--- src/hw/rtl/sml_tl_pkg.sv ---
package sml_tl_pkg;

  // Item kinds on the input channel
  typedef enum logic [2:0] {
    OP_EOM  = 3'd0,
    OP_BOOL = 3'd1,
    OP_UINT = 3'd2,
    OP_SINT = 3'd3,
    OP_OSTR = 3'd4,
    OP_LIST = 3'd5
  } op_e;

  localparam int unsigned OpW     = 3;
  localparam int unsigned ValueW  = 64;
  localparam int unsigned CountW  = 28;
  localparam int unsigned MaxBytes = 9;
  localparam int unsigned LenW    = 4;

  // Fixed bytes of the encoding
  localparam logic [7:0] BYTE_EOM     = 8'h00;
  localparam logic [7:0] BYTE_BOOL_TL = 8'h42;
  localparam logic [7:0] BYTE_TRUE    = 8'h7F;
  localparam logic [7:0] BYTE_FALSE   = 8'h00;
  localparam logic [7:0] TL_UINT_BASE = 8'h61;
  localparam logic [7:0] TL_SINT_BASE = 8'h51;
  localparam logic [2:0] TYPE_LIST    = 3'b111;
  localparam logic [2:0] TYPE_NONE    = 3'b000;

  // Encoded item: bytes left-aligned, first byte in the top bits
  typedef struct packed {
    logic [8*MaxBytes-1:0] bytes;
    logic [LenW-1:0]       len;
  } enc_t;

endpackage

--- src/hw/rtl/sml_tl_field_encoder.sv ---
// SML type-length field encoder.
// Slave stream: one item per handshake, tdata carries operation [2:0],
// value [66:3] and count [94:67]; operation picks end of message, boolean,
// unsigned, signed, octet-string header or list header. Codes 6 and 7 are
// taken and dropped without output.
// Master stream: one encoded byte per handshake, most significant first,
// tlast high on the final byte of each item.
// The first byte of an item is valid once the item has passed the input
// register and been loaded into the output shifter. An item of L bytes
// (1 to 9) goes out one byte per handshake. The next item is loaded on
// the handshake of the previous last byte, so bytes flow with no gap, and
// the input register takes a new item while one is out.
// A stall on the master side holds the current byte and, once the input
// register is full, drops s_axis_tready_o.
// Reset empties the input register and the output shifter; no state
// survives between items.
module sml_tl_field_encoder (
  input  logic        clk_i,
  input  logic        rst_ni,
  input  logic        s_axis_tvalid_i,
  output logic        s_axis_tready_o,
  input  logic [95:0] s_axis_tdata_i,   // operation, value, count
  output logic        m_axis_tvalid_o,
  input  logic        m_axis_tready_i,
  output logic [7:0]  m_axis_tdata_o,   // out_byte
  output logic        m_axis_tlast_o    // last
);
  import sml_tl_pkg::*;

  logic              in_valid_q, in_valid_d;
  logic [OpW-1:0]    op_q;
  logic [ValueW-1:0] value_q;
  logic [CountW-1:0] count_q;
  logic              ser_ready;
  logic              in_take;
  enc_t              enc;

  assign s_axis_tready_o = !in_valid_q || ser_ready;
  assign in_take         = s_axis_tvalid_i && s_axis_tready_o;

  // Track input register occupancy
  always_comb begin
    in_valid_d = in_valid_q;
    if (in_take) begin
      in_valid_d = 1'b1;
    end else if (ser_ready) begin
      in_valid_d = 1'b0;
    end
  end

  always_ff @(posedge clk_i or negedge rst_ni) begin
    if (!rst_ni) begin
      in_valid_q <= 1'b0;
    end else begin
      in_valid_q <= in_valid_d;
    end
  end

  // Capture the item fields
  always_ff @(posedge clk_i) begin
    if (in_take) begin
      op_q    <= s_axis_tdata_i[2:0];
      value_q <= s_axis_tdata_i[66:3];
      count_q <= s_axis_tdata_i[94:67];
    end
  end

  sml_tl_enc u_enc (
    .op_i    (op_q),
    .value_i (value_q),
    .count_i (count_q),
    .enc_o   (enc)
  );

  sml_tl_ser u_ser (
    .clk_i           (clk_i),
    .rst_ni          (rst_ni),
    .enc_i           (enc),
    .enc_valid_i     (in_valid_q),
    .ready_o         (ser_ready),
    .m_axis_tvalid_o (m_axis_tvalid_o),
    .m_axis_tready_i (m_axis_tready_i),
    .m_axis_tdata_o  (m_axis_tdata_o),
    .m_axis_tlast_o  (m_axis_tlast_o)
  );

endmodule

--- src/hw/rtl/sml_tl_enc.sv ---
module sml_tl_enc (
  input  logic [2:0]            op_i,
  input  logic [63:0]           value_i,
  input  logic [27:0]           count_i,
  output sml_tl_pkg::enc_t      enc_o
);
  import sml_tl_pkg::*;

  logic [3:0]  uk;
  logic [3:0]  sk;
  logic [3:0]  on;
  logic [3:0]  ln;
  logic [3:0]  hn;
  logic [63:0] mask;
  logic [63:0] hi;
  logic [63:0] ones_hi;
  logic [35:0] lim;
  logic [31:0] tot;
  logic [31:0] aligned;
  logic        is_list;
  logic [7:0]  tl;
  logic [3:0]  ik;

  // Pick the byte widths for the unsigned and signed forms
  always_comb begin
    uk = 4'd8;
    for (int k = 7; k >= 1; k--) begin
      mask = (64'd1 << (8 * k)) - 64'd1;
      if (((value_i >> (8 * k)) == 64'd0) && ((value_i & mask) != mask)) begin
        uk = 4'(k);
      end
    end
    sk = 4'd8;
    for (int k = 4; k >= 1; k--) begin
      mask    = (64'd1 << (8 * k)) - 64'd1;
      hi      = value_i >> (8 * k - 1);
      ones_hi = {64{1'b1}} >> (8 * k - 1);
      if (((hi == 64'd0) && ((value_i & mask) != (mask >> 1))) ||
          ((hi == ones_hi) && ((value_i & mask) != ((mask >> 1) + 64'd1)))) begin
        sk = 4'(k);
      end
    end
  end

  // Nibble counts for the header forms
  always_comb begin
    on = 4'd8;
    for (int n = 7; n >= 1; n--) begin
      lim = (36'd1 << (4 * n)) - 36'(n);
      if ({8'd0, count_i} < lim) begin
        on = 4'(n);
      end
    end
    ln = 4'd8;
    for (int n = 7; n >= 1; n--) begin
      if ((count_i >> (4 * n)) == 28'd0) begin
        ln = 4'(n);
      end
    end
  end

  // Assemble the byte string
  always_comb begin
    enc_o   = '0;
    is_list = 1'b0;
    hn      = on;
    tot     = 32'(count_i) + 32'(on);
    aligned = '0;
    tl      = '0;
    ik      = 4'd8;
    unique case (op_i)
      OP_EOM: begin
        enc_o.bytes[71:64] = BYTE_EOM;
        enc_o.len          = 4'd1;
      end
      OP_BOOL: begin
        enc_o.bytes[71:64] = BYTE_BOOL_TL;
        enc_o.bytes[63:56] = (value_i != 64'd0) ? BYTE_TRUE : BYTE_FALSE;
        enc_o.len          = 4'd2;
      end
      OP_UINT, OP_SINT: begin
        ik = (op_i == OP_UINT) ? uk : sk;
        tl = ((op_i == OP_UINT) ? TL_UINT_BASE : TL_SINT_BASE) + 8'(ik);
        enc_o.bytes = {tl, value_i << {3'(4'd8 - ik), 3'b000}};
        enc_o.len   = ik + 4'd1;
      end
      OP_OSTR, OP_LIST: begin
        is_list = (op_i == OP_LIST);
        hn      = is_list ? ln : on;
        tot     = is_list ? 32'(count_i) : (32'(count_i) + 32'(on));
        aligned = tot << {3'(4'd8 - hn), 2'b00};
        for (int i = 0; i < 8; i++) begin
          enc_o.bytes[71 - 8 * i -: 8] = {
            (4'(i) + 4'd1 < hn),
            ((i == 0) && is_list) ? TYPE_LIST : TYPE_NONE,
            aligned[31 - 4 * i -: 4]
          };
        end
        enc_o.len = hn;
      end
      default: begin
        enc_o.len = '0;
      end
    endcase
  end

endmodule

--- src/hw/rtl/sml_tl_ser.sv ---
module sml_tl_ser (
  input  logic              clk_i,
  input  logic              rst_ni,
  input  sml_tl_pkg::enc_t  enc_i,
  input  logic              enc_valid_i,
  output logic              ready_o,
  output logic              m_axis_tvalid_o,
  input  logic              m_axis_tready_i,
  output logic [7:0]        m_axis_tdata_o,   // out_byte
  output logic              m_axis_tlast_o    // last
);
  import sml_tl_pkg::*;

  logic [8*MaxBytes-1:0] sh_q, sh_d;
  logic [LenW-1:0]       rem_q, rem_d;
  logic                  take;
  logic                  load;

  assign take    = m_axis_tvalid_o && m_axis_tready_i;
  assign ready_o = (rem_q == '0) || ((rem_q == LenW'(1)) && take);
  assign load    = ready_o && enc_valid_i;

  // Load a new item or advance one byte
  always_comb begin
    sh_d  = sh_q;
    rem_d = rem_q;
    if (load) begin
      sh_d  = enc_i.bytes;
      rem_d = enc_i.len;
    end else if (take) begin
      sh_d  = {sh_q[8*MaxBytes-9:0], 8'h00};
      rem_d = rem_q - LenW'(1);
    end
  end

  // Hold the remaining byte count
  always_ff @(posedge clk_i or negedge rst_ni) begin
    if (!rst_ni) begin
      rem_q <= '0;
    end else begin
      rem_q <= rem_d;
    end
  end

  // Hold the byte string
  always_ff @(posedge clk_i) begin
    sh_q <= sh_d;
  end

  assign m_axis_tvalid_o = (rem_q != '0);
  assign m_axis_tdata_o  = sh_q[8*MaxBytes-1 -: 8];
  assign m_axis_tlast_o  = (rem_q == LenW'(1));

endmodule
--- config.mk ---
export PLATFORM = sky130hd
export DESIGN_NAME = sml_tl_field_encoder
export DESIGN_NICKNAME = d
export VERILOG_FILES = /design/src/hw/rtl/sml_tl_pkg.sv /design/src/hw/rtl/sml_tl_field_encoder.sv /design/src/hw/rtl/sml_tl_enc.sv /design/src/hw/rtl/sml_tl_ser.sv
export SDC_FILE = /design/constraint.sdc
export NUM_CORES = 1
export LEC_CHECK = 0
export ABC_AREA = 1
export ABC_CLOCK_PERIOD_IN_PS = 19500
export BUFFER_PORTS_ARGS = -buffer_cell sky130_fd_sc_hd__buf_2
export CAP_MARGIN = 20
export CORE_MARGIN = 2
export CORE_UTILIZATION = 35
export CTS_BUF_LIST = sky130_fd_sc_hd__clkbuf_8
export CTS_CLUSTER_DIAMETER = 80
export DETAILED_ROUTE_END_ITERATION = 8
export PLACE_DENSITY = 0.5
export SLEW_MARGIN = 20
export SYNTH_ARGS = -nofsm -noshare
export SYNTH_HDL_FRONTEND = slang
export SYNTH_SLANG_ARGS = --single-unit
--- constraint.sdc ---
create_clock -name clk_i -period 19.5 [get_ports clk_i]
set_input_delay 4.875 -clock clk_i [delete_from_list [all_inputs] [get_ports clk_i]]
set_output_delay 4.875 -clock clk_i [all_outputs]
set_load 0.005 [all_outputs]
==> summary.txt, run 1 <==
top sig layer -> met4
DIE AREA -> 35800 um^2
Clock Latency Late Sink -> 0.50 ns
Routed WL per cell -> 18.6 um
critical path arrival -> 5.35 ns
power per cell area -> 99.3 nW/um^2
initial antenna violation count -> 0
Met2 Wirelength -> 16500 um
TNS Setup -> 0 ns
asr flop ratio synth -> 0.0291
iteration count of the initial detailed-routing pass -> 7
Worst Skew -> 0.0138 ns
Seq pwr share -> 0.454
Tightest Hold Check Type -> reg2reg
Fin. Hold Viols -> 0
Slew @ Worst Pin -> 1.01 ns
final critical-path required period -> 10.22 ns
core area -> 33700 um^2
met3 routed WL -> 2780 um
Switching Share -> 0.403
Setup CP Type -> in2out
row count -> 67
Num Clock Sinks -> 172
DRC -> 0
EDFF count, synth -> 167
Area Overhead vs Synth -> 9.99%
# H-tree levels -> 4
Main synth FF type -> edfxtp_1
RSZ-0062 raised after global routing -> no
top-count cell post-synth -> nand2_1
Pleak -> 5.68 nW
hold_sp -> u_ser.sh_q[52]$_DFFE_PP_
Hold Crit Endpoint -> u_ser.sh_q[60]$_DFFE_PP_
total wire length -> 40200 um
RD Place Congestion -> 0.939
Yosys reg bits -> 172
CTS Buffer Depth -> 2
Worst VDD drop -> 0.0578 mV
CTS resizes -> 0
Synth warnings -> 0
layout cells sized above 1 -> 0.120
area leader, netlist -> edfxtp_1
register area share after synthesis -> 0.428
CTS root buffer -> clkbuf_8
Internal Pwr Total -> 0.000785 W
post-DR vias/cell -> 5.22
r2r setup slk -> 13.78 ns
CTS buffer count -> 17
placed insts -> 2131
Unique masters post-synth -> 51
CTS tree -> done
Metal-1 WL -> 20000 um
Reg clk slew, reported paths -> 0.10 ns
Critical Path Fanout Max -> 3
Hold Path Depth -> 2
WP data required -> 14.62 ns
Final period util -> 0.524
RR Startpoint -> value_q[2]$_DFFE_PP_
Design Area, Final -> 13200 um^2
Mean Syn Cell Area -> 7.35 um^2
Worst setup SP type -> input port
Max-cap violations -> 0
placed instance area -> 12800 um^2
count of final setup violators -> 0
worst hold slack -> 0.512 ns
GRT Util Overall -> 0.227
first-pass GRT wire length -> 61800 um
largest net degree at the start of global routing -> 78
top cells by area, synth -> edfxtp_1 42%, nand2_1 16%, nand3_1 11%
vias in the first global route -> 10400
combinational share of power -> 0.344
Max-Slew Margin vs Limit -> 0.326
Psw -> 0.000529 W
Post-synth top cells -> 524 x nand2_1, 266 x nand3_1, 167 x edfxtp_1
# Post-CTS Setup Buffers -> 0
Starting Density -> 0.357
fillers -> 3610
HPWL Detailed -> 31000 um
nets -> 1816
Post-DRT Antenna Nets -> 0
die span in x -> 189 um
Synthesized Nets -> 1750
clock share of power -> 0.202
critical path capture point type -> primary output
r2r endpoint -> u_ser.sh_q[48]$_DFFE_PP_
outcome -> complete, no violations
top achievable clock speed -> 97.8 MHz
post-synth top area share -> 0.417
count of buffers from port buffering -> 109
R2R cell count -> 23
final core occ -> 0.392
post-synthesis cell count -> 1636
Ports -> 111
Mapped Area -> 12000 um^2
Chip Height -> 189 um
Antenna Diode Count -> 0
DRT iter0 DRCs -> 1430
Pins Over Slew Limit -> 0
total grt overflow -> 0
routed vias -> 11300
Post-CTS Hold Buffers -> 0
post-route insts no fill -> 2162
[state kept, by name, indices dropped and copies added, names as in the netlist]
register	count
value_q	64
op_q	3
u_ser.sh_q	72
count_q	28
in_valid_q	1
u_ser.rem_q	4
[critical path: stages]
cell     delay [ns]
buf_2          0.10
nand2_1        0.05
nand2_1        0.04
inv_1          0.07
nand2_1        0.08
buf_2          0.13
[cell families (layout without fill, tap and decap cells)]
group	after synthesis	in the layout	synth area share
and+or+nand+nor	1035	1035	0.379
buffers and inverters	235	313	0.0850
DFF	172	172	0.428
xor gates and xnor gates	23	23	0.0168
AOI/OAI and AO/OA	157	157	0.0762
adders and majority gates	14	14	0.0152
[layout by cell type (no fill, tap or decap), types with 3 or more instances in the layout]
cell type and instances:
a21oi_1 32, a22oi_1 3, a31oi_1 3, and2_1 5, buf_2 109, buf_4 11
bufinv_16 3, clkbuf_8 17, clkinvlp_4 5, dfrtp_1 5, edfxtp_1 167, ha_1 12
inv_1 145, inv_2 16, inv_6 3, nand2_1 524, nand2_2 10, nand2_4 3
nand3_1 266, nand3b_1 5, nand4_1 33, nor2_1 136, nor2_2 6, nor2_4 5
nor3_1 22, nor3_2 3, nor4_1 5, o211ai_1 24, o21ai_0 40, o21ai_1 34
o22ai_1 5, or2_1 5, xnor2_1 4, xor2_1 19
[layer usage]
layer  GRT usage  vias up
met2       0.319      417
met4      0.0665        0
met5           0        -
li1            -     5603
met1       0.353     5228
met3      0.0361       41
[power by group through the flow]
stage / Sequential, W / Clock (W) / Combinational, W
6_report: 0.000596 / 0.000265 / 0.000452
5_1_grt: 0.000605 / 0.000287 / 0.000508
4_1_cts: 0.000596 / 0.000275 / 0.000447
3_5_place_dp: 0.000604 / 0 / 0.000445
3_3_place_gp: 0.000604 / 0 / 0.000442
2_1_floorplan: 0.000581 / 0 / 0.000323
[cell type report]
type / count / area, um^2 / area share
multi-input combinational: 1229 / 5880 / 0.445
sequential: 172 / 5140 / 0.389
timing repair buffer: 120 / 628 / 0.0475
inverter: 162 / 609 / 0.0461
tap: 448 / 561 / 0.0424
clock buffer: 17 / 234 / 0.0177
clock inverter: 14 / 170 / 0.0129
[stage by stage]
| stage | setup slack [ns] | total power [W] |
|---|---|---|
| after floorplan | 9.53 | 0.000904 |
| after global placement | 9.26 | 0.00105 |
| after detailed placement | 9.27 | 0.00105 |
| after CTS | 9.27 | 0.00132 |
| after global routing | 9.23 | 0.00140 |
| final | 9.28 | 0.00131 |
[worst max-delay path by stage]
| stage | startpoint | end | slack, ns | cells after the start |
|---|---|---|---|---|
| final | m_axis_tready_i | s_axis_tready_o | 9.28 | 6 |
| after global routing | m_axis_tready_i | s_axis_tready_o | 9.23 | 6 |
| after CTS | m_axis_tready_i | s_axis_tready_o | 9.27 | 6 |
| after detailed placement | m_axis_tready_i | s_axis_tready_o | 9.27 | 6 |
| after global placement | m_axis_tready_i | s_axis_tready_o | 9.26 | 6 |
| after floorplan | m_axis_tready_i | s_axis_tready_o | 9.53 | 4 |
(Power assumes the default switching activity.)
==> run 2: changes to the inputs <==
--- a/config.mk
+++ b/config.mk
@@ -6,7 +6,7 @@
 export NUM_CORES = 1
 export LEC_CHECK = 0
 export ABC_AREA = 1
-export ABC_CLOCK_PERIOD_IN_PS = 19500
+export ABC_CLOCK_PERIOD_IN_PS = 8400
 export BUFFER_PORTS_ARGS = -buffer_cell sky130_fd_sc_hd__buf_2
 export CAP_MARGIN = 20
 export CORE_MARGIN = 2
@@ -14,7 +14,7 @@
 export CTS_BUF_LIST = sky130_fd_sc_hd__clkbuf_8
 export CTS_CLUSTER_DIAMETER = 80
 export DETAILED_ROUTE_END_ITERATION = 8
-export PLACE_DENSITY = 0.5
+export PLACE_DENSITY = 0.52
 export SLEW_MARGIN = 20
 export SYNTH_ARGS = -nofsm -noshare
 export SYNTH_HDL_FRONTEND = slang
==> constraint.sdc (replaced) <==
create_clock -name clk_i -period 8.4 [get_ports clk_i]
set_input_delay 2.1 -clock clk_i [delete_from_list [all_inputs] [get_ports clk_i]]
set_output_delay 2.1 -clock clk_i [all_outputs]
set_load 0.005 [all_outputs]
==> run 2 against run 1 <==
Setup slack lost 6.6 ns. Critical path depth up 18. Total power up 130%. Die area stayed put. Clock power rose by 110%. Final cell count is the same. Count of clock-buffer cells in the layout is the same. Flip-flop and latch count did not move. Non-clock buffer count down 1. Largest power group unchanged. Combinational power grew 130%.
==> summary.txt, run 2 (same netlist as run 1, synthesis figures left out) <==
iteration count of the initial detailed-routing pass -> 6
Pins Over Slew Limit -> 0
Slew @ Worst Pin -> 0.975 ns
Reg clk slew, reported paths -> 0.09 ns
count of buffers from port buffering -> 109
Top reg by flops -> u_ser.sh_q
HPWL Detailed -> 30400 um
vias in the first global route -> 10400
Pleak -> 5.67 nW
biggest regs -> u_ser.sh_q (72), value_q (64), count_q (28)
RR Startpoint -> value_q[0]$_DFFE_PP_
Starting Density -> 0.357
Setup CP Type -> reg2reg
Max-cap violations -> 0
first-pass GRT wire length -> 60900 um
# Post-CTS Setup Buffers -> 0
nets -> 1815
Area Overhead vs Synth -> 9.59%
Num Clock Sinks -> 172
CTS resizes -> 0
Post-CTS Hold Buffers -> 0
Ports -> 111
CP Launch Point -> value_q[0]$_DFFE_PP_
final core occ -> 0.391
Routed WL per cell -> 18.2 um
Critical Path Fanout Max -> 95
routed vias -> 11300
Design Area, Final -> 13200 um^2
# H-tree levels -> 4
DRC -> 0
max reg flops -> 72
Worst Skew -> 0.0150 ns
CTS root buffer -> clkbuf_8
GRT Util Overall -> 0.223
row count -> 67
outcome -> complete, no violations
Worst setup SP type -> register
final critical-path required period -> 5.77 ns
Worst VDD drop -> 0.117 mV
count of final setup violators -> 0
commonest non-fill, non-tap cells in the layout -> 524 x nand2_1, 266 x nand3_1, 167 x edfxtp_1
Worst setup endpoint -> u_ser.sh_q[56]$_DFFE_PP_
CTS buffer count -> 17
WP data required -> 8.76 ns
power per cell area -> 225 nW/um^2
hold_sp -> u_ser.sh_q[8]$_DFFE_PP_
CTS tree -> done
r2r endpoint -> u_ser.sh_q[56]$_DFFE_PP_
RD Place Congestion -> 0.918
top achievable clock speed -> 173 MHz
core area -> 33700 um^2
Fin. Hold Viols -> 0
TNS Setup -> 0 ns
R2R cell count -> 24
post-DR vias/cell -> 5.24
DRT iter0 DRCs -> 1315
critical path arrival -> 6.13 ns
die span in x -> 189 um
r2r setup slk -> 2.63 ns
layout cells sized above 1 -> 0.120
pre-CTS setup slack -> 2.76 ns
DIE AREA -> 35800 um^2
RSZ-0062 raised after global routing -> no
largest net degree at the start of global routing -> 96
critical path capture point type -> register
Clock Latency Late Sink -> 0.49 ns
Antenna Diode Count -> 0
Post-DRT Antenna Nets -> 0
CTS Buffer Depth -> 2
Max-Slew Margin vs Limit -> 0.343
total grt overflow -> 0
final worst-path setup slack -> 2.63 ns
total wire length -> 39300 um
Chip Height -> 189 um
placed instance area -> 12800 um^2
commonest non-fill, non-tap cell in the layout -> nand2_1
Final period util -> 0.687
initial antenna violation count -> 0
Tightest Hold Check Type -> reg2reg
==> run 2: changes by cell type in the layout (fill, tap and decap cells not counted) <==
cell,delta
clkinvlp_4,-1
clkinv_1,-2
clkinv_4,+3
inv_6,-1
buf_4,-1
clkinv_2,+1
inv_1,+3
bufinv_16,-2
==> run 2: layout make-up <==
cell class,instances,area [um^2]
Clock buffer,17,234
Clock inverter,15,129
Fill cell,3652,20500
Inverter,162,609
Multi-Input combinational cell,1229,5880
Sequential cell,172,5140
Tap cell,448,561
Timing Repair Buffer,119,621
==> run 2: power by group <==
part           switching (W)  internal [W]
logic               0.000722      0.000308
clock network       0.000320      0.000233
registers           0.000162       0.00122
total                0.00120       0.00176
==> run 2: worst min path at each step <==
| stage | slack, ns | end | depth (start not counted) |
|---|---|---|---|
| 2_1_floorplan | 0.48 | u_ser.rem_q[1]$_DFFE_PN0P_ | 2 |
| 3_3_place_gp | 0.50 | u_ser.sh_q[9]$_DFFE_PP_ | 2 |
| 3_5_place_dp | 0.50 | u_ser.sh_q[43]$_DFFE_PP_ | 2 |
| 4_1_cts | 0.52 | u_ser.sh_q[41]$_DFFE_PP_ | 2 |
| 5_1_grt | 0.54 | u_ser.sh_q[61]$_DFFE_PP_ | 2 |
| 6_report | 0.53 | u_ser.sh_q[16]$_DFFE_PP_ | 2 |
==> run 2: stage by stage <==
step	hold WS, ns	total power [W]	std cells
after CTS	0.522	0.00298	2162
after detailed placement	0.504	0.00242	2130
final	0.525	0.00296	2162
after global routing	0.541	0.00318	2162
after global placement	0.497	0.00241	2130
after floorplan	0.475	0.00210	1636
==> run 2: per-layer routing <==
metal	GRT usage	vias up	share of wire
met2	0.312	439	0.41
li1	-	5603	-
met4	0.0716	0	0.025
met3	0.0443	48	0.079
met1	0.339	5237	0.48
met5	0	-	0
==> run 2: worst max-delay path, stage by stage, from the launching register on <==
cell      delay, ns
edfxtp_1       0.47
nand2_1        0.08
nor2_1         0.29
nand2_1        0.18
nor2_1         0.27
nand3_1        0.12
nand2_1        0.07
nand3_1        0.06
nand2_1        0.08
nand2_1        0.06
nand2_1        0.05
nand2_1        0.07
nand2_2        0.52
nand2_4        0.70
ha_1           0.49
nand3b_1       0.20
nand2_4        0.23
inv_2          0.18
nor2_2         0.75
nand3_1        0.25
nand2_1        0.12
inv_1          0.05
nand2_1        0.15
nand2_1        0.08
nand2_1        0.08
==> run 3: changes to the inputs <==
--- a/config.mk
+++ b/config.mk
@@ -5,8 +5,8 @@
 export SDC_FILE = /design/constraint.sdc
 export NUM_CORES = 1
 export LEC_CHECK = 0
-export ABC_AREA = 1
-export ABC_CLOCK_PERIOD_IN_PS = 8400
+export ABC_AREA = 0
+export ABC_CLOCK_PERIOD_IN_PS = 5720
 export BUFFER_PORTS_ARGS = -buffer_cell sky130_fd_sc_hd__buf_2
 export CAP_MARGIN = 20
 export CORE_MARGIN = 2
@@ -14,7 +14,7 @@
 export CTS_BUF_LIST = sky130_fd_sc_hd__clkbuf_8
 export CTS_CLUSTER_DIAMETER = 80
 export DETAILED_ROUTE_END_ITERATION = 8
-export PLACE_DENSITY = 0.52
+export PLACE_DENSITY = 0.5
 export SLEW_MARGIN = 20
 export SYNTH_ARGS = -nofsm -noshare
 export SYNTH_HDL_FRONTEND = slang
==> constraint.sdc (replaced) <==
create_clock -name clk_i -period 5.72 [get_ports clk_i]
set_input_delay 1.43 -clock clk_i [delete_from_list [all_inputs] [get_ports clk_i]]
set_output_delay 1.43 -clock clk_i [all_outputs]
set_load 0.005 [all_outputs]
==> run 3 against run 2 <==
Die area decreased by 9.1%. Setup slack lost 2.1 ns. Via count fell by 24%. Sequential share of layout area grew 3.1 points. Largest cell class unchanged. Critical path depth decreased by 7. Count of clock-buffer cells in the layout unchanged. Synthesized cell count shrank 41%. Flip-flop and latch count unchanged. Clock power grew 47%.
==> summary.txt, run 3 <==
outcome -> complete, no violations
# H-tree levels -> 4
Synthesized Nets -> 1076
Unique masters post-synth -> 89
Crit path max-delay family -> compound AO/OA/AOI/OAI gates
GRT Util Overall -> 0.210
final core occ -> 0.398
DRT iter0 DRCs -> 838
commonest non-fill, non-tap cell in the layout -> edfxtp_1
Post-synth top cells -> 167 x edfxtp_1, 108 x nand2_1, 56 x nor2_1
RR Startpoint -> count_q[5]$_DFFE_PP_
Crit-path slowest cell -> or4_4
vias in the first global route -> 8504
Worst path max stage delay -> 0.65 ns
Max-Slew Margin vs Limit -> 0.346
DIE AREA -> 32600 um^2
max reg flops -> 72
# Post-CTS Setup Buffers -> 0
CP Launch Point -> count_q[5]$_DFFE_PP_
final critical-path required period -> 5.23 ns
Starting Density -> 0.356
placed insts -> 1440
post-synth top area share -> 0.460
Routed WL per cell -> 23.1 um
area leader, netlist -> edfxtp_1
critical path capture point type -> register
top-count cell post-synth -> edfxtp_1
TNS Setup -> 0 ns
WP buf/inv -> 0
CTS resizes -> 0
power per cell area -> 359 nW/um^2
initial antenna violation count -> 0
nets -> 1177
asr flop ratio synth -> 0.0291
Chip Height -> 181 um
final worst-path setup slack -> 0.488 ns
Pleak -> 4.25 nW
die span in x -> 181 um
Worst setup SP type -> register
Critical Path Fanout Max -> 6
Setup CP Type -> reg2reg
critical path arrival -> 5.44 ns
Worst VDD drop -> 0.205 mV
routed vias -> 8642
post-synthesis cell count -> 962
total grt overflow -> 0
CTS tree -> done
top achievable clock speed -> 191 MHz
Top cell by count, worst path -> nor2_1
CTS Buffer Depth -> 2
count of buffers from port buffering -> 109
Synth warnings -> 0
EDFF count, synth -> 167
register area share after synthesis -> 0.471
post-route insts no fill -> 1471
Clock Latency Late Sink -> 0.50 ns
commonest non-fill, non-tap cells in the layout -> 167 x edfxtp_1, 109 x buf_2, 107 x nand2_1
RD Place Congestion -> 0.881
Post-CTS Hold Buffers -> 0
Final period util -> 0.915
fillers -> 3028
Mapped Area -> 10900 um^2
CTS root buffer -> clkbuf_8
DRC -> 0
layout cells sized above 1 -> 0.218
CTS buffer count -> 17
Pins Over Slew Limit -> 0
row count -> 64
Post-DRT Antenna Nets -> 0
Num Clock Sinks -> 172
top cells by area, synth -> edfxtp_1 46%, mux4_2 5.4%, mux2i_1 4.2%
Top reg by flops -> u_ser.sh_q
pre-CTS setup slack -> 0.662 ns
worst path cell trace -> nand4_1, or4_4, o311ai_2, o22ai_1, nor2_1, o22ai_1, ha_1, fa_1, a21o_1, a21oi_1, nor2_1, and3_1, xnor2_1, mux4_2, nor2_1, a221oi_1, o311ai_0
Worst Skew -> 0.0235 ns
largest net degree at the start of global routing -> 57
Mean Syn Cell Area -> 11.3 um^2
iteration count of the initial detailed-routing pass -> 5
Max-cap violations -> 0
Area Overhead vs Synth -> 12.0%
Yosys reg bits -> 172
core area -> 30700 um^2
count of final setup violators -> 0
HPWL Detailed -> 25400 um
Main synth FF type -> edfxtp_1
Slew @ Worst Pin -> 0.970 ns
RSZ-0062 raised after global routing -> no
post-DR vias/cell -> 5.87
hold_sp -> u_ser.sh_q[62]$_DFFE_PP_
biggest regs -> u_ser.sh_q (72), value_q (64), count_q (28)
total wire length -> 34000 um
Antenna Diode Count -> 0
first-pass GRT wire length -> 52100 um
Ports -> 111
Fin. Hold Viols -> 0
WP data required -> 5.93 ns
Tightest Hold Check Type -> reg2reg
Reg clk slew, reported paths -> 0.10 ns
-- run 3: changes by cell type after synthesis, moves of 22 or more --
cell	delta
o21ai_1	-33
mux2i_1	+46
nor4_1	+27
mux4_2	+26
inv_1	-128
nor2_1	-80
a22o_1	+22
nand3_1	-239
nand2_1	-416
-- run 3: logic make-up (layout without fill, tap and decap cells) --
logic type | Yosys count | after routing | share of synthesized area
AOI/OAI and AO/OA | 219 | 219 | 0.149
xor gates and xnor gates | 25 | 25 | 0.0201
adders and majority gates | 14 | 14 | 0.0167
buffers and inverters | 77 | 190 | 0.0354
DFF | 172 | 172 | 0.471
muxes | 96 | 96 | 0.134
and+or+nand+nor | 359 | 359 | 0.173
-- run 3: path summary, 6_finish.rpt --
kind	to	slack [ns]	cells past startpoint
max	u_ser.sh_q[42]$_DFFE_PP_	0.49	17
min	u_ser.sh_q[70]$_DFFE_PP_	0.53	2
max reg2reg	u_ser.sh_q[42]$_DFFE_PP_	0.49	17
min reg2reg	u_ser.sh_q[70]$_DFFE_PP_	0.53	2
max in group asynchronous	in_valid_q$_DFFE_PN0P_	4.84	1
min in group asynchronous	u_ser.rem_q[0]$_DFFE_PN0P_	0.74	1
-- run 3: final cells by class --
type,count,area [um^2],area share
multi-input combinational,713,5390,0.441
tap,396,495,0.0406
inverter,21,78.8,0.00645
timing repair buffer,138,763,0.0625
clock inverter,14,119,0.00973
sequential,172,5140,0.421
clock buffer,17,234,0.0191
-- run 3: layer usage --
layer / part of all wire / GRT usage / vias to the layer above
met5: 0 / 0 / -
met3: 0.048 / 0.0364 / 40
li1: - / - / 4052
met1: 0.47 / 0.296 / 4260
met2: 0.46 / 0.330 / 290
met4: 0.023 / 0.0658 / 0
-- run 3: through the flow --
stage	hold slack, ns	cell area [um^2]	power [W]
3_3_place_gp	0.506	11900	0.00358
6_report	0.532	12200	0.00439
4_1_cts	0.542	12200	0.00441
3_5_place_dp	0.519	11900	0.00359
2_1_floorplan	0.484	10900	0.00308
5_1_grt	0.563	12200	0.00465
-- run 3: power breakdown --
group	internal, W	switching [W]	total [W]	leakage (nW)
registers	0.00184	0.000289	0.00213	1.65
logic	0.000595	0.000855	0.00145	2.43
clock network	0.000342	0.000471	0.000813	0.180
total	0.00278	0.00162	0.00439	4.25
-- run 3: worst reg2reg max path, stage by stage, from the launching register on --
cell,delay [ns]
edfxtp_1,0.47
nand4_1,0.31
or4_4,0.65
o311ai_2,0.32
o22ai_1,0.17
nor2_1,0.12
o22ai_1,0.09
ha_1,0.24
fa_1,0.41
a21o_1,0.19
a21oi_1,0.32
nor2_1,0.12
and3_1,0.23
xnor2_1,0.40
mux4_2,0.33
nor2_1,0.05
a221oi_1,0.32
o311ai_0,0.22
